$ cat config.mk
export PLATFORM = sky130hd
export DESIGN_NAME = auto_base_integer_parser
export DESIGN_NICKNAME = d
export VERILOG_FILES = /design/src/sv/abip_pkg.sv /design/src/sv/abip_step.sv /design/src/sv/abip_out_buf.sv /design/src/sv/auto_base_integer_parser.sv
export SDC_FILE = /design/constraint.sdc
export NUM_CORES = 1
export LEC_CHECK = 0
export ABC_CLOCK_PERIOD_IN_PS = 17000
export BUFFER_PORTS_ARGS = -buffer_cell sky130_fd_sc_hd__clkbuf_2
export CORE_MARGIN = 2
export CORE_UTILIZATION = 60
export CTS_CLUSTER_SIZE = 14
export DETAILED_ROUTE_END_ITERATION = 6
export PLACE_DENSITY = 0.86
export SKIP_CTS_REPAIR_TIMING = 1
export SYNTH_ARGS = -nofsm -noshare
export SYNTH_HDL_FRONTEND = slang
export SYNTH_SLANG_ARGS = --single-unit
$ cat constraint.sdc
create_clock -name clk -period 17 [get_ports clk]
set_input_delay 2.55 -clock clk [delete_from_list [all_inputs] [get_ports clk]]
set_output_delay 2.55 -clock clk [all_outputs]
set_load 0.02 [all_outputs]
$ cat src/sv/abip_pkg.sv
// Shared types, codes and helpers for the auto-base integer parser.
// No dependencies; used by abip_step, abip_out_buf, the top level and the testbench.

package abip_pkg;

	localparam int unsigned ValueW = 64;
	localparam int unsigned CountW = 16;
	localparam int unsigned WideW  = ValueW + 4;

	localparam logic [7:0] ChZero  = 8'h30;
	localparam logic [7:0] ChNine  = 8'h39;
	localparam logic [7:0] ChSeven = 8'h37;
	localparam logic [7:0] ChMinus = 8'h2D;
	localparam logic [7:0] ChLowX  = 8'h78;
	localparam logic [7:0] ChUpX   = 8'h58;
	localparam logic [7:0] ChLowA  = 8'h61;
	localparam logic [7:0] ChLowF  = 8'h66;
	localparam logic [7:0] ChUpA   = 8'h41;
	localparam logic [7:0] ChUpF   = 8'h46;

	localparam logic [WideW-1:0] PosLimit = {5'd0, {(ValueW-1){1'b1}}};
	localparam logic [WideW-1:0] NegLimit = {4'd0, 1'b1, {(ValueW-1){1'b0}}};
	localparam logic [CountW-1:0] CountMax = {CountW{1'b1}};

	typedef enum logic [1:0] {
		PH_IDLE   = 2'd0,
		PH_ZERO   = 2'd1,
		PH_DIGITS = 2'd2
	} phase_t;

	typedef enum logic [1:0] {
		BASE_DEC = 2'd0,
		BASE_OCT = 2'd1,
		BASE_HEX = 2'd2
	} base_t;

	typedef struct packed {
		logic [7:0] char_code;
		logic       begin_string;
	} char_item_t;

	typedef struct packed {
		logic signed [ValueW-1:0] parsed_value;
		logic                     overflowed;
		logic [CountW-1:0]        chars_consumed;
	} res_item_t;

	typedef struct packed {
		phase_t              phase;
		base_t               base;
		logic                negative;
		logic [ValueW-1:0]   magnitude;
		logic                overflow;
		logic [CountW-1:0]   count;
	} parse_state_t;

	typedef struct packed {
		logic       ok;
		logic [3:0] val;
	} digit_t;

	function automatic digit_t digit_of(input logic [7:0] c, input base_t base);
		digit_t d;
		d.ok  = 1'b0;
		d.val = 4'd0;
		unique case (base)
			BASE_HEX: begin
				if (c >= ChZero && c <= ChNine) begin
					d.ok  = 1'b1;
					d.val = c[3:0];
				end else if ((c >= ChLowA && c <= ChLowF) || (c >= ChUpA && c <= ChUpF)) begin
					d.ok  = 1'b1;
					d.val = c[3:0] + 4'd9;
				end
			end
			BASE_OCT: begin
				if (c >= ChZero && c <= ChSeven) begin
					d.ok  = 1'b1;
					d.val = c[3:0];
				end
			end
			default: begin
				if (c >= ChZero && c <= ChNine) begin
					d.ok  = 1'b1;
					d.val = c[3:0];
				end
			end
		endcase
		return d;
	endfunction

	function automatic logic [CountW-1:0] sat_inc(input logic [CountW-1:0] n);
		return (n == CountMax) ? n : n + CountW'(1);
	endfunction

endpackage

$ cat src/sv/abip_step.sv
// Next-state and result logic for one character of the parser.
// Depends on abip_pkg.

module abip_step (
	input  abip_pkg::parse_state_t cur,
	input  abip_pkg::char_item_t   item,
	output abip_pkg::parse_state_t nxt,
	output logic                   res_valid,
	output abip_pkg::res_item_t    res
);

	abip_pkg::parse_state_t         work;
	logic                           do_digit;
	abip_pkg::digit_t               dig;
	logic [abip_pkg::WideW-1:0]     prod;
	logic [abip_pkg::WideW-1:0]     sum;
	logic [abip_pkg::WideW-1:0]     limit;
	logic [abip_pkg::ValueW-1:0]    mag_ext;

	always_comb begin
		work     = cur;
		do_digit = 1'b0;
		if (item.begin_string) begin
			work.base      = abip_pkg::BASE_DEC;
			work.negative  = 1'b0;
			work.magnitude = '0;
			work.overflow  = 1'b0;
			work.count     = '0;
			work.phase     = abip_pkg::PH_DIGITS;
			if (item.char_code == abip_pkg::ChZero) begin
				work.count = abip_pkg::CountW'(1);
				work.phase = abip_pkg::PH_ZERO;
			end else if (item.char_code == abip_pkg::ChMinus) begin
				work.count    = abip_pkg::CountW'(1);
				work.negative = 1'b1;
			end else begin
				do_digit = 1'b1;
			end
		end else begin
			case (cur.phase)
				abip_pkg::PH_ZERO: begin
					work.phase = abip_pkg::PH_DIGITS;
					if (item.char_code == abip_pkg::ChLowX || item.char_code == abip_pkg::ChUpX) begin
						work.base  = abip_pkg::BASE_HEX;
						work.count = abip_pkg::sat_inc(cur.count);
					end else begin
						work.base = abip_pkg::BASE_OCT;
						do_digit  = 1'b1;
					end
				end
				abip_pkg::PH_DIGITS: do_digit = 1'b1;
				default: do_digit = 1'b0;
			endcase
		end
	end

	always_comb begin
		dig = abip_pkg::digit_of(item.char_code, work.base);
		case (work.base)
			abip_pkg::BASE_HEX: prod = {work.magnitude, 4'd0};
			abip_pkg::BASE_OCT: prod = {1'b0, work.magnitude, 3'd0};
			default: prod = {3'd0, work.magnitude, 1'b0} + {1'b0, work.magnitude, 3'd0};
		endcase
		sum     = prod + abip_pkg::WideW'(dig.val);
		limit   = work.negative ? abip_pkg::NegLimit : abip_pkg::PosLimit;
		mag_ext = work.negative ? (~work.magnitude + abip_pkg::ValueW'(1)) : work.magnitude;
	end

	always_comb begin
		nxt       = work;
		res_valid = 1'b0;
		res       = '0;
		if (do_digit) begin
			if (!dig.ok) begin
				res_valid          = 1'b1;
				res.parsed_value   = mag_ext;
				res.overflowed     = work.overflow;
				res.chars_consumed = work.count;
				nxt.phase          = abip_pkg::PH_IDLE;
			end else begin
				nxt.magnitude = sum[abip_pkg::ValueW-1:0];
				nxt.overflow  = work.overflow | (sum > limit);
				nxt.count     = abip_pkg::sat_inc(work.count);
			end
		end
	end

endmodule

$ cat src/sv/abip_out_buf.sv
// Two-entry result buffer: an output register plus one spare entry.
// Depends on abip_pkg.

module abip_out_buf (
	input  logic                clk,
	input  logic                arst_n,
	input  logic                push,
	input  abip_pkg::res_item_t push_item,
	output logic                room,
	output logic                res_valid,
	input  logic                res_ready,
	output abip_pkg::res_item_t res_item
);

	logic                head_valid_q;
	abip_pkg::res_item_t head_q;
	logic                spare_valid_q;
	abip_pkg::res_item_t spare_q;
	logic                pop;

	assign pop       = head_valid_q && res_ready;
	assign room      = !spare_valid_q;
	assign res_valid = head_valid_q;
	assign res_item  = head_q;

	always_ff @(posedge clk or negedge arst_n) begin
		if (!arst_n) begin
			head_valid_q  <= 1'b0;
			spare_valid_q <= 1'b0;
		end else begin
			if (pop && spare_valid_q) begin
				head_valid_q  <= 1'b1;
				spare_valid_q <= push;
			end else if (pop || !head_valid_q) begin
				head_valid_q <= push;
			end else if (push) begin
				spare_valid_q <= 1'b1;
			end
		end
	end

	always_ff @(posedge clk) begin
		if (pop && spare_valid_q) begin
			head_q  <= spare_q;
			spare_q <= push_item;
		end else if (pop || !head_valid_q) begin
			head_q <= push_item;
		end else if (push) begin
			spare_q <= push_item;
		end
	end

endmodule

$ cat src/sv/auto_base_integer_parser.sv
// Top level of the auto-base signed integer parser: parse state and result buffer.
// Depends on abip_pkg, abip_step and abip_out_buf.
//
//   channel | signals                              | direction
//   char    | char_valid, char_ready, char_item    | in, one byte per item
//   res     | res_valid, res_ready, res_item       | out, at most one per string
//
// One character per cycle while char_ready is high; the state register closes
// the loop through one step of shift-add accumulate and overflow compare.
// A result appears at res in the cycle after its terminating character is taken,
// or later when an earlier result still waits unread.
// char_ready drops only when two results wait unread.
// Reset returns the parser to idle and empties the result buffer.

module auto_base_integer_parser (
	input  logic                 clk,
	input  logic                 arst_n,
	input  logic                 char_valid,
	output logic                 char_ready,
	input  abip_pkg::char_item_t char_item,
	output logic                 res_valid,
	input  logic                 res_ready,
	output abip_pkg::res_item_t  res_item
);

	abip_pkg::parse_state_t state_q;
	abip_pkg::parse_state_t state_nxt;
	logic                   step_res_valid;
	abip_pkg::res_item_t    step_res;
	logic                   accept;
	logic                   room;

	assign char_ready = room;
	assign accept     = char_valid && room;

	abip_step u_step (
		.cur       (state_q),
		.item      (char_item),
		.nxt       (state_nxt),
		.res_valid (step_res_valid),
		.res       (step_res)
	);

	always_ff @(posedge clk or negedge arst_n) begin
		if (!arst_n) begin
			state_q.phase     <= abip_pkg::PH_IDLE;
			state_q.base      <= abip_pkg::BASE_DEC;
			state_q.negative  <= 1'b0;
			state_q.magnitude <= '0;
			state_q.overflow  <= 1'b0;
			state_q.count     <= '0;
		end else if (accept) begin
			state_q <= state_nxt;
		end
	end

	abip_out_buf u_out_buf (
		.clk       (clk),
		.arst_n    (arst_n),
		.push      (accept && step_res_valid),
		.push_item (step_res),
		.room      (room),
		.res_valid (res_valid),
		.res_ready (res_ready),
		.res_item  (res_item)
	);

endmodule

# Word level (Yosys, flattened, before mapping)
# Index checks and enable logic that the tools add are counted.
[word_totals]
register_bits = 250
inputBits = 13
output_inout_bits = 83
word_cells = 102
[op_classes]
n_addsub = 6
magnitude_cmp = 8
n_eq_ne = 11
n_mux = 45
n_bitwise = 2
reduce_logical = 16
[op_table]
columns = ["cell", "count"]
rows = [
  ["$mux 81", 9],
  ["$pmux 68 s2", 1],
  ["$mux 64", 2],
  ["$mux 16", 6],
  ["$add 65x67->68", 1],
  ["$add 68x4->68", 1],
  ["$gt 68x68->1", 1],
  ["$mux 66", 1],
  ["$add 64x1->64 const B", 1],
  ["$not 64->64", 1],
  ["$add 16x1->16 const B", 2],
  ["$eq 16x16->1 const B", 2],
  ["$mux 5", 4],
  ["$eq 8x6->1 const B", 2],
  ["$eq 8x7->1 const B", 2],
  ["$ge 8x7->1 const B", 2],
  ["$le 8x6->1 const B", 2],
  ["$le 8x7->1 const B", 2],
  ["$mux 1", 14],
  ["$pmux 5 s2", 1],
  ["$ge 8x6->1 const B", 1],
  ["$logic_and 1x1->1", 8],
  ["$mux 2", 4],
  ["$mux 4", 2],
  ["other kinds (10)", 16],
]

# Longest topological paths before layout
[logic_depth]
depth_word = 13
depth_mapped = 51
depth_no_buf = 32

# Hierarchy
# Synthesis repeated with hierarchy kept, for this count alone.
[unflattened]
hier_cells = 2759
hier_area_um2 = 23919.2
[modules_own_cells]
columns = ["mod", "n_inst", "cells_per_inst", "area_per_inst_um2"]
rows = [
  ["abip_step", 1, 2313, 14520.2],
  ["abip_out_buf", 1, 263, 6042.0],
  ["auto_base_integer_parser", 1, 183, 3357.0],
]

# Least setup slack after synthesis
# Ideal clock, no wire load.
[synth_path]
path_type = "input -> register"
start = "input char_item[0] (netlist bit)"
end = "register u_out_buf.spare_q[0] (netlist bit) (enable)"
t_arrival_ns = 13.760
required_ns = 16.360
setup_slack_ns = 2.599
cell_stages = 25
cell_sequence = "buf_4 buf_6 buf_2 clkbuf_1 buf_2 buf_2 buf_1 buf_1 buf_1 clkbuf_1 buf_1 a21oi_1 ha_1 buf_2 clkinv_1 clkbuf_1 clkbuf_1 clkbuf_1 clkbuf_1 a31oi_1 or2_2 clkbuf_1 clkbuf_1 clkbuf_1 o31ai_1"
[synth_rtl]
columns = ["item", "line_no", "text"]
rows = [
  ["start: declaration", "auto_base_integer_parser.sv:20", "input abip_pkg::char_item_t char_item,"],
  ["end signal: assignment", "abip_out_buf.sv:45", "spare_q <= push_item;"],
  ["end signal: assignment", "abip_out_buf.sv:49", "spare_q <= push_item;"],
  ["end: declaration", "abip_out_buf.sv:18", "abip_pkg::res_item_t spare_q;"],
]

# Final worst setup path
[layout_path]
start = "input char_item[1] (netlist bit)"
end = "register state_q[16] (netlist bit)"
[layout_via]
elab_chain_len = 12
word_cells_on_any_way = 43
classes_between = "add/sub: 2; order compare: 8; eq/ne: 6; mux: 20; bitwise: 1; reduce/logical: 6"
[layout_lines]
columns = ["item", "line_no", "text"]
rows = [
  ["branches (longest 11 deep; another with $add 68x4->68)", "-", ""],
  ["$mux 81 (*)", "abip_step.sv:73", "if (do_digit) begin"],
  ["end signal: assignment", "auto_base_integer_parser.sv:53", "state_q <= state_nxt;"],
  ["end: declaration", "auto_base_integer_parser.sv:26", "abip_pkg::parse_state_t state_q;"],
]
# Mark *: on every way between the ends.
# A chain may end at the register's enable or synchronous reset.

==> run metrics <==
Post-synth top cells 344 x nand2_1, 247 x nor2_1, 173 x a21oi_1; final hold slack slightly below 0.5 ns; Yosys cell types roughly 110; Max Clk Rate ~0.091 GHz; Slew Viols, Final 0; Max rail drop VDD around 0.085 mV; Clock Sinks 250; vias per inst between 7 and 8; CP startpoint kind input pin; Synth area leader edfxtp_1; number of global-route vias before repair approximately 21k; GRT Residual Overflow 0; global-route usage over all layers about two fifths; TritonRoute pass-1 iters 6; clock tree buffer depth 3; CP Capture Type flip-flop; Max-cap violations 0; routed len/inst roughly 24 µm; Post-synth EDFFs ~160; fin crit share between 60% and 70%; YS warnings 0; count leader, synth nand2_1; CORE AREA roughly 37000 µm²; Post-synth ARST share between 30% and 40%; Data required, critical path about 17 ns; Final min period between 10 and 15 ns; CTS H-tree lvls 1; sequential-to-total area share from yosys stat between 30% and 40%; status finished clean; row count between 70 and 80; fraction of layout cells with a size suffix above 1 a little under a tenth; post-route ant nets 0; relative slew slack between 10% and 20%; max incr delay on CP a little over 0.8 ns; power per cell area 88.9 nW/µm²; unrepaired setup endpoints after global routing false; TritonCTS Buffers 28; Synth area leaders edfxtp_1 22%, dfrtp_1 9.7%, ha_1 6.9%; drt first-iter violations between 3k and 4k; WL final around 77000 µm; Synth Register Bits 250; global-route wire length before repair approximately 120000 µm; largest net degree at the start of global routing 98; hold crit path type flip-flop to flip-flop; Lkg Pwr roughly 9.7 nW; initial antenna violation count 1; Yosys top cell area share a little over a fifth; post-synthesis net count 2859; worst slew pin tran ~1.2 ns; CP Class input pin to flip-flop; Clock Skews around 0.026 ns; Final Setup Violations 0; Reg clk slew, reported paths about 0.060 ns; placed wire-length estimate ~56000 µm; total power 2.14 mW; Mapped Avg Cell Area between 8 and 9 µm²; most used cell, CP a21o_1; Area Growth Syn to Fin 6.30%; GPL Wtd Cong ~1.1; setup slack at placement between 5 and 6 ns; fill cell count between 3k and 4k; TritonCTS clock tree yes; data arrival time of the worst path roughly 11 ns; Residual DRC 0; Top-Level Pins 96; critical-path cell with the highest stage delay ha_4; Hold Fails Final Rpt 0; Post-Syn Area ~23000 µm²; clk_lat worst skew 0.57 ns; setup ws final approximately 6 ns; Vias approximately 22k; Clock Root Buffer clkbuf_16; PortBufs 95; Die Wd a little under 200 µm; die area 39300 µm²; Total Neg Setup Slack 0 ns; Final nets between 2k and 3k; Mapped Cells between 2k and 3k; Initial Util around 60%; main flop type after synthesis edfxtp_1; post-layout util 64.3%; ant diodes 0; overall die height a little under 200 µm; CP Max Fanout 63
-- layout by cell type (no fill, tap or decap), types with 26 or more instances in the layout --
| cell | n |
|---|---|
| nand2_1 | 344 |
| nor2_1 | 247 |
| a21oi_1 | 173 |
| edfxtp_1 | 162 |
| o21ai_0 | 148 |
| ha_1 | 122 |
| xnor2_1 | 99 |
| clkbuf_2 | 93 |
| dfrtp_1 | 88 |
| nor3_1 | 78 |
| a22o_1 | 73 |
| xor2_1 | 71 |
| nor2b_1 | 66 |
| nand3_1 | 53 |
| nand4_1 | 51 |
| a21o_1 | 49 |
| o211ai_1 | 47 |
| o31ai_1 | 43 |
| or3_1 | 37 |
| inv_1 | 34 |
| a221oi_1 | 32 |
| nand2b_1 | 30 |
| clkbuf_16 | 28 |
| buf_4 | 26 |
-- registers in the layout, summed over array words and instances, names as in the netlist --
| register | count |
|---|---|
| u_out_buf.spare_q | 81 |
| u_out_buf.res_item | 81 |
| u_out_buf.spare_valid_q | 1 |
| state_q | 86 |
| u_out_buf.res_valid | 1 |
-- final cells by class --
cell class / count / area, µm² / share of cell area [%]
multi-input cells: 2215 / 14500 / 60.4
inverters: 38 / 143 / 0.593
repair buffers: 119 / 661 / 2.75
clock buffers: 35 / 747 / 3.11
clock inverters: 16 / 258 / 1.07
flip-flops and latches: 250 / 7070 / 29.4
well taps: 511 / 639 / 2.66
-- through the flow --
| step | area (µm²) | std cells |
|---|---|---|
| after detailed placement | 23000 | 3133 |
| after global routing | 24000 | 3184 |
| final | 24000 | 3184 |
| after CTS | 24000 | 3184 |
| after global placement | 23000 | 3133 |
| after floorplan | 22600 | 2721 |
-- worst max-delay path: cells and delay by family --
family	cells	cell delay (ns)
xor+xnor	1	0.25
fa+ha+maj	4	1.83
simple gates	7	1.48
compound gates	16	3.61
buf+inv	4	1.57
-- power breakdown --
part | internal (mW) | switching (mW)
clock | 0.404 | 0.259
sequential | 0.767 | 0.0397
combinational | 0.193 | 0.475
-- logic make-up after synthesis --
family                   after synthesis  synth area share (%)
multiplexers                          35                  1.65
flip-flops                           250                  31.2
AO/OA/AOI/OAI                        804                  24.8
AND/OR/NAND/NOR                     1077                  23.7
buffers and inverters                256                  4.79
adder cells (fa/ha/maj)              126                  6.99
XOR/XNOR                             173                  6.80
-- final timing paths --
kind	from	endpoint	slack, ns	cells past startpoint
hold / removal	state_q[83]	state_q[83]	0.49	2
max in group asynchronous	arst_n	state_q[54]	13.89	2
setup / recovery	char_item[1]	state_q[16]	6.04	32
setup reg to reg	state_q[85]	state_q[16]	8.00	30
min in group asynchronous	arst_n	state_q[22]	1.91	1
hold reg to reg	state_q[83]	state_q[83]	0.49	2
-- routing by layer --
layer	track usage (%)	wire length, µm	vias to the layer above
li1	-	-	10100
met1	53.5	31300	10700
met2	60.3	33700	1443
met3	6.61	8670	230
met4	13.9	3140	0
met5	0	0	-
(Power assumes the default switching activity.)
